`src/design/mqw_pkg.sv`:
```
// shared types and constants for the message queue with waiters
`default_nettype none
package mqw_pkg;

   // fixed field widths
   localparam int FUNC_WIDTH  = 2;
   localparam int PRIO_WIDTH  = 5;
   localparam int WORD_WIDTH  = 32;
   localparam int STAT_WIDTH  = 3;
   localparam int QSIZE_WIDTH = 5;

   // reset value of the queue size register
   localparam logic [QSIZE_WIDTH-1:0] QSIZE_RESET = 5'd16;

   // operation codes
   localparam logic [FUNC_WIDTH-1:0] FUNC_POST    = 2'd0;
   localparam logic [FUNC_WIDTH-1:0] FUNC_PEND    = 2'd1;
   localparam logic [FUNC_WIDTH-1:0] FUNC_TIMEOUT = 2'd2;

   // result status codes
   localparam logic [STAT_WIDTH-1:0] STATUS_OK      = 3'd0;
   localparam logic [STAT_WIDTH-1:0] STATUS_FULL    = 3'd1;
   localparam logic [STAT_WIDTH-1:0] STATUS_TIMEOUT = 3'd2;
   localparam logic [STAT_WIDTH-1:0] STATUS_BLOCKED = 3'd3;
   localparam logic [STAT_WIDTH-1:0] STATUS_ISR     = 3'd4;

   // request word
   typedef struct packed {
      logic [FUNC_WIDTH-1:0] func;
      logic [PRIO_WIDTH-1:0] task_prio;
      logic [WORD_WIDTH-1:0] msg;
      logic                  from_isr;
   } req_type;

   // response word
   typedef struct packed {
      logic [STAT_WIDTH-1:0] status;
      logic [WORD_WIDTH-1:0] msg_out;
      logic                  wake_valid;
      logic [PRIO_WIDTH-1:0] wake_prio;
   } rsp_type;

   // controller states
   typedef enum logic [1:0] {
      ST_IDLE = 2'b01,
      ST_EXEC = 2'b10
   } state_type;

   // controller to datapath commands
   typedef struct packed {
      logic capture;
      logic execute;
   } cmd_type;

endpackage
`default_nettype wire

```
`src/design/message_queue_with_waiters.sv`:
```
// top level of the message queue with a bitmap of waiting tasks
//
//   channel   ports                        handshake
//   request   start, busy, req_data        taken when start && !busy
//   response  rsp_valid, rsp_data          one-cycle strobe, always taken
//   csr       csr_wr_en, csr_wr_data       queue size, written when csr_wr_en
//
// every word goes through two steps: capture takes it and reads the ring
// head, execute updates the store, indexes and wait mask; the response shows
// in the cycle after execute, while busy is already low for the next word.
// reset clears indexes, count and wait mask and sets the queue size to 16;
// store contents are not cleared. the response side cannot stall.
`default_nettype none
module message_queue_with_waiters #(
   parameter int QDEPTH    = 16,
   parameter int NUM_PRIO  = 32,
   parameter int MSG_WIDTH = 32
) (
   input  wire logic                            clock,
   input  wire logic                            reset,
   input  wire logic                            start,
   output logic                                 busy,
   input  wire mqw_pkg::req_type                req_data,
   output logic                                 rsp_valid,
   output mqw_pkg::rsp_type                     rsp_data,
   input  wire logic                            csr_wr_en,
   input  wire logic [mqw_pkg::QSIZE_WIDTH-1:0] csr_wr_data
);

   mqw_pkg::cmd_type cmd;

   // controller
   mqw_ctrl u_ctrl (
      .clock (clock),
      .reset (reset),
      .start (start),
      .busy  (busy),
      .cmd   (cmd)
   );

   // datapath
   mqw_dp #(
      .QDEPTH    (QDEPTH),
      .NUM_PRIO  (NUM_PRIO),
      .MSG_WIDTH (MSG_WIDTH)
   ) u_dp (
      .clock       (clock),
      .reset       (reset),
      .cmd         (cmd),
      .req_data    (req_data),
      .csr_wr_en   (csr_wr_en),
      .csr_wr_data (csr_wr_data),
      .rsp_valid   (rsp_valid),
      .rsp_data    (rsp_data)
   );

   // a response never shows while a word is still in work
   assert property (@(posedge clock) disable iff (reset) rsp_valid |-> !busy)
      else $error("response strobe while busy");

   // an accepted word is worked on next cycle with no stray response
   assert property (@(posedge clock) disable iff (reset)
                    (start && !busy) |=> (busy && !rsp_valid))
      else $error("accepted word not taken into work");

   // each word in work gives exactly one response
   assert property (@(posedge clock) disable iff (reset) busy |=> rsp_valid)
      else $error("missing response after work cycle");

   // responses only follow a work cycle
   assert property (@(posedge clock) disable iff (reset)
                    rsp_valid |-> $past(cmd.execute))
      else $error("response without work cycle");

endmodule
`default_nettype wire

```
`src/design/mqw_ram.sv`:
```
// generic single-write, single-read ram with registered read data
`default_nettype none
module mqw_ram #(
   parameter int WIDTH = 32,
   parameter int DEPTH = 16
) (
   input  wire logic                                    clock,
   input  wire logic                                    wr_en,
   input  wire logic [(DEPTH > 1 ? $clog2(DEPTH) : 1)-1:0] wr_addr,
   input  wire logic [WIDTH-1:0]                        wr_data,
   input  wire logic [(DEPTH > 1 ? $clog2(DEPTH) : 1)-1:0] rd_addr,
   output logic      [WIDTH-1:0]                        rd_data
);

   logic [WIDTH-1:0] mem_ff [DEPTH];

   // write port and registered read port
   always_ff @(posedge clock) begin
      if (wr_en) begin
         mem_ff[wr_addr] <= wr_data;
      end
      rd_data <= mem_ff[rd_addr];
   end

endmodule
`default_nettype wire

```
`src/design/mqw_ctrl.sv`:
```
// controller state machine for the message queue
`default_nettype none
module mqw_ctrl (
   input  wire logic            clock,
   input  wire logic            reset,
   input  wire logic            start,
   output logic                 busy,
   output mqw_pkg::cmd_type     cmd
);

   mqw_pkg::state_type state_ff;
   mqw_pkg::state_type state_in;

   // next state
   always_comb begin
      state_in = state_ff;
      unique case (state_ff)
         mqw_pkg::ST_IDLE: begin
            if (start) begin
               state_in = mqw_pkg::ST_EXEC;
            end
         end
         mqw_pkg::ST_EXEC: begin
            state_in = mqw_pkg::ST_IDLE;
         end
         default: begin
            state_in = mqw_pkg::ST_IDLE;
         end
      endcase
   end

   always_ff @(posedge clock) begin
      if (reset) begin
         state_ff <= mqw_pkg::ST_IDLE;
      end else begin
         state_ff <= state_in;
      end
   end

   // commands to the datapath
   assign busy        = (state_ff == mqw_pkg::ST_EXEC);
   assign cmd.capture = (state_ff == mqw_pkg::ST_IDLE) && start;
   assign cmd.execute = (state_ff == mqw_pkg::ST_EXEC);

endmodule
`default_nettype wire

```
`src/design/mqw_dp.sv`:
```
// datapath: ring store, wait mask, indexes and response register
`default_nettype none
module mqw_dp #(
   parameter int QDEPTH    = 16,
   parameter int NUM_PRIO  = 32,
   parameter int MSG_WIDTH = 32
) (
   input  wire logic                                   clock,
   input  wire logic                                   reset,
   input  wire mqw_pkg::cmd_type                       cmd,
   input  wire mqw_pkg::req_type                       req_data,
   input  wire logic                                   csr_wr_en,
   input  wire logic [mqw_pkg::QSIZE_WIDTH-1:0]        csr_wr_data,
   output logic                                        rsp_valid,
   output mqw_pkg::rsp_type                            rsp_data
);

   localparam int IW   = (QDEPTH > 1) ? $clog2(QDEPTH) : 1;
   localparam int CW   = $clog2(QDEPTH + 1);
   localparam int CAPW = (CW > mqw_pkg::QSIZE_WIDTH) ? CW : mqw_pkg::QSIZE_WIDTH;
   localparam int XW   = CAPW + 1;
   localparam int PW   = $clog2(NUM_PRIO);

   mqw_pkg::req_type                  req_ff;
   logic [mqw_pkg::QSIZE_WIDTH-1:0]   qsize_ff;
   logic [IW-1:0]                     rd_idx_ff, rd_idx_in;
   logic [IW-1:0]                     wr_idx_ff, wr_idx_in;
   logic [CW-1:0]                     count_ff, count_in;
   logic [NUM_PRIO-1:0]               mask_ff, mask_in;
   logic                              rsp_valid_ff;
   mqw_pkg::rsp_type                  rsp_ff, rsp_in;

   logic                              ram_we;
   logic [MSG_WIDTH-1:0]              ram_rdata;
   logic [CAPW-1:0]                   cap;
   logic [NUM_PRIO-1:0]               prio_bit;
   logic [PW-1:0]                     low_idx;

   // index step: wrap to zero at or beyond the capacity
   function automatic logic [IW-1:0] step_idx(input logic [IW-1:0] idx,
                                              input logic [CAPW-1:0] c);
      logic [XW-1:0] ix;
      logic [XW-1:0] cx;
      ix = XW'(idx);
      cx = XW'(c);
      if ((ix >= cx) || ((ix + XW'(1)) >= cx)) begin
         return '0;
      end
      return idx + IW'(1);
   endfunction

   // capacity is the smaller of the size register and the store depth
   assign cap = (CAPW'(qsize_ff) < CAPW'(QDEPTH)) ? CAPW'(qsize_ff) : CAPW'(QDEPTH);

   // wait bit of the request priority, none when out of range
   always_comb begin
      prio_bit = '0;
      if (32'(req_ff.task_prio) < 32'(NUM_PRIO)) begin
         prio_bit = NUM_PRIO'(1) << req_ff.task_prio;
      end
   end

   // lowest waiting priority
   always_comb begin
      low_idx = '0;
      for (int i = NUM_PRIO - 1; i >= 0; i--) begin
         if (mask_ff[i]) begin
            low_idx = PW'(i);
         end
      end
   end

   // operation decode and state update
   always_comb begin
      rd_idx_in = rd_idx_ff;
      wr_idx_in = wr_idx_ff;
      count_in  = count_ff;
      mask_in   = mask_ff;
      ram_we    = 1'b0;
      rsp_in    = '0;
      case (req_ff.func)
         mqw_pkg::FUNC_POST: begin
            if (mask_ff != '0) begin
               mask_in           = mask_ff & ~(NUM_PRIO'(1) << low_idx);
               rsp_in.msg_out    = mqw_pkg::WORD_WIDTH'(MSG_WIDTH'(req_ff.msg));
               rsp_in.wake_valid = 1'b1;
               rsp_in.wake_prio  = mqw_pkg::PRIO_WIDTH'(low_idx);
            end else if (CAPW'(count_ff) >= cap) begin
               rsp_in.status = mqw_pkg::STATUS_FULL;
            end else begin
               ram_we    = 1'b1;
               wr_idx_in = step_idx(wr_idx_ff, cap);
               count_in  = count_ff + CW'(1);
            end
         end
         mqw_pkg::FUNC_PEND: begin
            if (req_ff.from_isr) begin
               rsp_in.status = mqw_pkg::STATUS_ISR;
            end else if (count_ff != '0) begin
               rsp_in.msg_out = mqw_pkg::WORD_WIDTH'(ram_rdata);
               rd_idx_in      = step_idx(rd_idx_ff, cap);
               count_in       = count_ff - CW'(1);
            end else begin
               mask_in       = mask_ff | prio_bit;
               rsp_in.status = mqw_pkg::STATUS_BLOCKED;
            end
         end
         mqw_pkg::FUNC_TIMEOUT: begin
            mask_in       = mask_ff & ~prio_bit;
            rsp_in.status = mqw_pkg::STATUS_TIMEOUT;
         end
         default: begin
            rsp_in = '0;
         end
      endcase
   end

   // ring store, read at the read index every cycle
   mqw_ram #(
      .WIDTH (MSG_WIDTH),
      .DEPTH (QDEPTH)
   ) u_store (
      .clock   (clock),
      .wr_en   (cmd.execute && ram_we),
      .wr_addr (wr_idx_ff),
      .wr_data (MSG_WIDTH'(req_ff.msg)),
      .rd_addr (rd_idx_ff),
      .rd_data (ram_rdata)
   );

   // request and response payload
   always_ff @(posedge clock) begin
      if (cmd.capture) begin
         req_ff <= req_data;
      end
      if (cmd.execute) begin
         rsp_ff <= rsp_in;
      end
   end

   // control state
   always_ff @(posedge clock) begin
      if (reset) begin
         qsize_ff     <= mqw_pkg::QSIZE_RESET;
         rd_idx_ff    <= '0;
         wr_idx_ff    <= '0;
         count_ff     <= '0;
         mask_ff      <= '0;
         rsp_valid_ff <= 1'b0;
      end else begin
         if (csr_wr_en) begin
            qsize_ff <= csr_wr_data;
         end
         if (cmd.execute) begin
            rd_idx_ff <= rd_idx_in;
            wr_idx_ff <= wr_idx_in;
            count_ff  <= count_in;
            mask_ff   <= mask_in;
         end
         rsp_valid_ff <= cmd.execute;
      end
   end

   assign rsp_valid = rsp_valid_ff;
   assign rsp_data  = rsp_ff;

endmodule
`default_nettype wire

```
`config.mk`:
```
export PLATFORM = sky130hd
export DESIGN_NAME = message_queue_with_waiters
export DESIGN_NICKNAME = d
export VERILOG_FILES = /design/src/design/mqw_pkg.sv /design/src/design/message_queue_with_waiters.sv /design/src/design/mqw_ram.sv /design/src/design/mqw_ctrl.sv /design/src/design/mqw_dp.sv
export SDC_FILE = /design/constraint.sdc
export NUM_CORES = 1
export LEC_CHECK = 0
export BUFFER_PORTS_ARGS = -buffer_cell sky130_fd_sc_hd__buf_2
export CAP_MARGIN = 20
export CORE_ASPECT_RATIO = 0.9
export CORE_UTILIZATION = 45
export CTS_BUF_LIST = sky130_fd_sc_hd__clkbuf_4 sky130_fd_sc_hd__clkbuf_8
export CTS_CLUSTER_SIZE = 40
export DETAILED_ROUTE_END_ITERATION = 7
export SLEW_MARGIN = 40
export SYNTH_ARGS = -nofsm -noshare
export SYNTH_HDL_FRONTEND = slang
export SYNTH_SLANG_ARGS = --single-unit
```
`constraint.sdc`:
```
create_clock -name clock -period 3.1 [get_ports clock]
set_clock_uncertainty 0.1 [all_clocks]
set_input_delay 0.31 -clock clock [delete_from_list [all_inputs] [get_ports clock]]
set_output_delay 0.31 -clock clock [all_outputs]
set_load 0.005 [all_outputs]
```
# ---- Word level (Yosys, flattened, before mapping)
# Memories as Yosys holds them, arrays and structs flattened. A register that Yosys moved wholly into a read port is not among the register bits.
# Cells that the tools add are included.
dict set report word_totals {
  register_bits 134
  ram_bits 512
  inputBits 49
  wordCells 132
  mem_count 1
}
dict set report op_classes {
  addsub 6
  magnitude_cmp 6
  n_eq_ne 10
  shift 2
  mux 68
  n_bitwise 9
  n_reduce_logical 15
}
# memory words word_bits rd rd_ports_with_merged_regs write_ports line
set memory_table {}
lappend memory_table {u_dp.u_store.mem_ff 16 32 1 1 1 mqw_ram.sv:15} ;# logic [WIDTH-1:0] mem_ff [DEPTH];
# cell n
set ops {}
lappend ops {{$mux 5} 37}
lappend ops {{$mux 32} 5}
lappend ops {{$pmux 32 s3} 1}
lappend ops {{$and 32x32->32} 2}
lappend ops {{$not 32->32} 2}
lappend ops {{$pmux 32 s2} 1}
lappend ops {{$shl 1x5->32 const A} 2}
lappend ops {{$mux 38} 1}
lappend ops {{$or 32x32->32} 1}
lappend ops {{$reduce_bool 32->1} 1}
lappend ops {{$mux 4} 4}
lappend ops {{$mux 1} 14}
lappend ops {{$ge 6x5->1} 2}
lappend ops {{$add 4x1->5 const B} 2}
lappend ops {{$ge 4x5->1} 2}
lappend ops {{$pmux 5 s2} 1}
lappend ops {{$pmux 3 s3} 1}
lappend ops {{$add 4x1->4 const B} 2}
lappend ops {{$ne 2x2->1 const B} 4}
lappend ops {{$reduce_and 4->1} 2}
lappend ops {{$mux 3} 2}
lappend ops {{$reduce_and 6->1} 1}
lappend ops {{$add 5x1->5 const B} 1}
lappend ops {{$ge 5x5->1} 1}
lappend ops {{16 further kinds} 24}

# ---- Depth between registers and ports, before layout
dict set report depth {
  word_depth 37
  depth_mapped 11
}

# ---- Modules after synthesis
# From an unflattened synthesis, not the netlist that was laid out.
dict set report unflattened {
  cells_unflattened 1543
  hier_area_um2 26979.6
}
# module n_inst cells_per_inst area_per_inst_um2 seq_area_each_um2
set by_module_without_submodules {}
lappend by_module_without_submodules {mqw_ram 1 838 19835.3 16015.4}
lappend by_module_without_submodules {mqw_dp 1 698 7056.8 3453.3}
lappend by_module_without_submodules {mqw_ctrl 1 7 87.6 40.0}

# ---- Worst setup path after synthesis
# OpenSTA, ideal clock, no wires.
dict set report synth_timing {
  path_type {reg-to-reg}
  startpoint {register u_dp.qsize_ff[4] (netlist name)}
  endpoint {memory u_dp.u_store.mem_ff[3][0], enable pin}
  setup_time_ps 392
  arrival_time_ps 2738
  required_ps 2608
  slack_ps -131
  path_stages_with_launch 11
  path_cell_list {dfxtp_1 -> inv_1 -> nand2_1 -> ha_1 -> a21oi_1 -> o21ai_0 -> a31oi_1 -> and4_1 -> buf_2 -> clkbuf_1 -> and3_1}
}
dict set report synth_between {
  elab_chain_len 9
}
# element line
set synth_rtl {}
lappend synth_rtl {{from (decl)} mqw_dp.sv:25} ;# logic [mqw_pkg::QSIZE_WIDTH-1:0] qsize_ff;
lappend synth_rtl {{from (signal assigned)} mqw_dp.sv:144} ;# qsize_ff <= mqw_pkg::QSIZE_RESET;
lappend synth_rtl {{from (signal assigned)} mqw_dp.sv:152} ;# qsize_ff <= csr_wr_data;
lappend synth_rtl {{$lt 5x5->1} mqw_dp.sv:53} ;# assign cap = (CAPW'(qsize_ff) < CAPW'(QDEPTH)) ? CAPW'(qsize_ff) : CAPW'(QDEPTH);
lappend synth_rtl {{$mux 5 *} mqw_dp.sv:53}
lappend synth_rtl {{$ge 5x5->1 *} mqw_dp.sv:88} ;# end else if (CAPW'(count_ff) >= cap) begin
lappend synth_rtl {{$mux 1 *} mqw_dp.sv:88}
lappend synth_rtl {{$mux 1 *} mqw_dp.sv:83} ;# if (mask_ff != '0) begin
lappend synth_rtl {{$mux 1 *} mqw_dp.sv:81} ;# case (req_ff.func)
lappend synth_rtl {{$logic_and 1x1->1 *} mqw_dp.sv:124} ;# .wr_en (cmd.execute && ram_we),
lappend synth_rtl {{$mux 1 *} mqw_ram.sv:19} ;# if (wr_en) begin
lappend synth_rtl {{$mux 1 (not written as such) *} mqw_ram.sv:20} ;# mem_ff[wr_addr] <= wr_data;
lappend synth_rtl {{to (decl)} mqw_ram.sv:15}
# Mark *: on every way between the ends. The rest lies on a longest branch, timed or not.

# ---- Final worst setup path
dict set report layout_timing {
  startpoint {register u_dp.qsize_ff[4] (netlist name)}
  endpoint {memory u_dp.u_store.mem_ff[2][30], enable pin}
}
# Same word-level chain as after synthesis.

==> impl_metrics.yaml <==
drt:
  ant_nets: 0
  wire_per_inst_um: 24.84
  firstDrtPassIters: 7
  dr.first_iter.drc_count: 1493
  viasPerCell: 5.830
  drc_errors: 6
  wl_mm: 64.04
  via_count: 15029
clocking:
  cts_buffers: 106
  cts-root-buf: "clkbuf_8"
  cts_max_path_buffers: 3
  clk_pin_slew_ns: 0.06
  ctsHtreeMaxLevel: 3
  cts_tree: "yes"
  numClockSinks: 678
  cts_resized: 0
  clock_latency_ns: 0.71
global_routing:
  top_usage_layer: "met1"
  grt_util_met2_pct: 29.62
  antenna_found_initial: 1
  grt_pass1_vias: 15050
  grt_pass1_wl_mm: 95.96
  overflow: 0
  grt_start_max_net_pins: 95
  track_usage_pct: 21.23
  grt_use_met3_pct: 4.563
  grt_use_met1_pct: 33.61
final_layout:
  final_cells: 2578
  nFillCells: 4590
  syn_to_final_growth_pct: 18.11
  layout.nets: 1790
  layout-drive-gt1-share_pct: 31.67
  finalCoreUtilization_pct: 54.31
die:
  die_h_um: 234.9
  core_um2: 58960
  num_rows: 84
  initial_core_util_pct: 45.99
  ios: 92
  die_w_um: 260.7
  die_area_um2: 61240
synthesis:
  yosysSeqAreaShare_pct: 71.95
  syn_nets: 1540
  yosys.cell_types.count: 82
  synth.ff_latch_count: 678
  yosys_warnings: 0
  synth_cells: 1459
  synth_edf_count: 593
  netlist_area_um2: 27110
  syn_avg_cell_area_um2: 18.58
  ys.flop_type: "edfxtp_1"
  async_reset_ff_share_pct: 0
sta:
  max_slew_margin_pct: 46.68
  hold_violations: 0
  tns_ns: 0
  min_period_ns: 2.792
  rsz0062_at_grt: "no"
  fmax_ghz: 0.3582
  setup_viol: 0
  worst_pin_slew_ns: 0.7981
  drv_slew: 0
  period_share_pct: 90.05
critical_path:
  critPathMostFrequentCell: "buf_4"
  crit_arrival_ns: 3.09
  crit_chain: "inv_1 > buf_4 > nand2_1 > ha_1 > a21o_1 > a31oi_1 > and4_1 > buf_4 > and3_2 > buf_4"
  crit_cells: 10
  regToRegSetupSlack_ns: 0.31
  slowest_delay_ns: 0.36
  r2r_end: "u_dp.u_store.mem_ff[2][30]"
  worst-path-max-fanout: 17
  r2r-start: "u_dp.qsize_ff[4]"
  critPathCaptureType: "flop"
  worstSetupPathType: "flop to flop"
  rr_worst_depth: 10
  crit_required_ns: 3.40
  crit_family: "simple AND/OR/NAND/NOR gates"
  slowest_stage: "and3_2"
  worstSetupStartpointType: "flop"
  path_buf_inv: 4
power_and_ir_drop:
  vdd_drop_max_uv: 387.4
  clkPwrFrac_pct: 41.8
  static-leakage-power_nw: 10.50
  comb_power_share_pct: 5.1
  internal-power_mw: 14.95
  seqPwrFrac_pct: 53.1
  power_density_nw_per_um2: 600.5
  swShare_pct: 22.24
  p_switching_mw: 4.277
min_path:
  hold_path_end: "u_dp.req_ff[7]"
  hold_path_class: "input port to flop"
  worstHoldStart: "req_data[7]"
  min_path_cells: 2
outcome:
  violations: "design-rule violations"
  outcome: "finished with violations"
place:
  io_buffers: 91
  dp_cells: 2318
  gp_congestion: 0.9709
  post-dp-hpwl_mm: 40.28
run:
  cap_violations: 0
## synthesized netlist by cell type, types with 3 or more instances
master	number	area share [%]
nand2b_1	15	0.35
inv_1	21	0.29
mux2i_1	7	0.26
or3_1	7	0.16
nor3b_1	4	0.11
xnor2_1	4	0.13
o21a_1	6	0.17
nor4_1	13	0.30
or4_1	3	0.083
nor3b_2	3	0.14
nor4_2	4	0.18
buf_2	11	0.20
nand4_1	11	0.25
o211ai_1	4	0.11
or4_4	3	0.12
and3_1	23	0.53
edfxtp_1	593	66
nand3_1	19	0.35
ha_1	31	1.4
a211o_1	7	0.23
nand2_1	23	0.32
nor2b_1	10	0.23
o32ai_1	3	0.097
o31a_1	3	0.097
a21o_1	6	0.17
and2_1	5	0.12
nor2_1	71	0.98
a31oi_1	17	0.39
a41oi_1	9	0.29
nor3_1	15	0.28
buf_1	11	0.15
o31ai_1	7	0.19
a22o_1	35	1.1
dfxtp_1	85	6.3
a311o_1	4	0.15
a21oi_1	47	0.87
clkbuf_1	55	0.76
o21ai_0	31	0.57
mux4_2	160	13
a311oi_1	8	0.26
a211oi_1	8	0.22
nand3b_1	4	0.11
## repair_timing
| action | 4_1_cts | 5_1_grt |
|---|---|---|
| hold buffers | 57 | 0 |
| endpoints found under the hold margin | 55 | 0 |
| buffers inserted | 0 | 0 |
| endpoints found under the setup margin | 0 | 0 |
## worst max-delay path by stage
stage / startpoint / endpoint / slack [ns]
4_1_cts: u_dp.qsize_ff[4] / u_dp.u_store.mem_ff[2][30] / 0.27
6_report: u_dp.qsize_ff[4] / u_dp.u_store.mem_ff[2][30] / 0.31
2_1_floorplan: u_ctrl.state_ff[0] / u_dp.mask_ff[18] / 0.14
3_3_place_gp: u_dp.qsize_ff[4] / u_dp.u_store.mem_ff[3][6] / 0.34
3_5_place_dp: u_dp.qsize_ff[4] / u_dp.u_store.mem_ff[2][30] / 0.29
5_1_grt: u_dp.qsize_ff[4] / u_dp.u_store.mem_ff[2][3] / 0.1
## layout make-up
cell class	instances	area, um2	share of cell area, %
antenna	1	2.502	0.007814
inverter	22	82.58	0.2579
timing repair buffer	221	1849	5.775
multi-input combinational	680	7242	22.61
sequential	678	19520	60.95
clock buffer	180	2183	6.818
tap	774	968.4	3.024
clock inverter	22	176.4	0.5509
## cells by family after synthesis
logic type	Yosys count	share of synthesized area, %
buf+inv	101	1.491
compound gates	224	5.935
flops	678	71.95
fa+ha+maj	32	1.504
mux	169	13.63
xor+xnor	6	0.1938
simple gates	249	5.293
## per-layer routing
layer	share of wire, %	vias to the layer above
met3	7.7	93
met1	47	7813
met5	0	-
met4	1.7	0
met2	43	552
li1	-	6571
## metrics by stage
step                      hold WS [ns]  total power, mW  area [um2]  setup slack, ns
after floorplan                 0.2940            10.83       27130           0.1353
after global placement          0.3799            11.29       29080           0.3380
after detailed placement        0.3809            11.31       29080           0.2858
after CTS                       0.1408            19.44       32010           0.2709
after global routing            0.1566            19.89       32020          0.09656
final                           0.2112            19.23       32020           0.3083
## state kept, by name, summed over array words and instances, names as in the netlist
name,count
u_dp.u_store.rd_data,32
u_dp.rd_idx_ff,4
u_dp.wr_idx_ff,4
u_dp.mask_ff,32
u_dp.rsp_valid,1
u_dp.rsp_data,41
u_dp.req_ff,40
u_ctrl.state_ff,2
u_dp.u_store.mem_ff,512
u_dp.qsize_ff,5
u_dp.count_ff,5
## power groups by stage
stage / clock [mW] / combinational (mW) / sequential, mW
floorplan: 0 / 0.523 / 10.3
global placement: 0 / 0.906 / 10.4
detailed placement: 0 / 0.908 / 10.4
CTS: 8.27 / 0.968 / 10.2
global route: 8.62 / 1.05 / 10.2
finish: 8.04 / 0.977 / 10.2
## cell usage in the layout (no fill, tap or decap), types with 10 or more instances in the layout
cell type and instances:
edfxtp_1 593, mux4_2 160, clkbuf_8 133, buf_2 91, dfxtp_1 81, nor2_1 69, dlygate4sd3_1 57, buf_4 51
a21oi_1 47, clkbuf_4 47, a22o_1 35, o21ai_0 31, ha_1 31, nand2_1 23, buf_12 22, inv_1 20
nand3_1 19, a31oi_1 17, and3_2 16, nand2b_1 15, nor3_1 14, nor4_1 13, nand4_1 11, clkinv_1 10
nor2b_1 10
(Power assumes the default switching activity.)
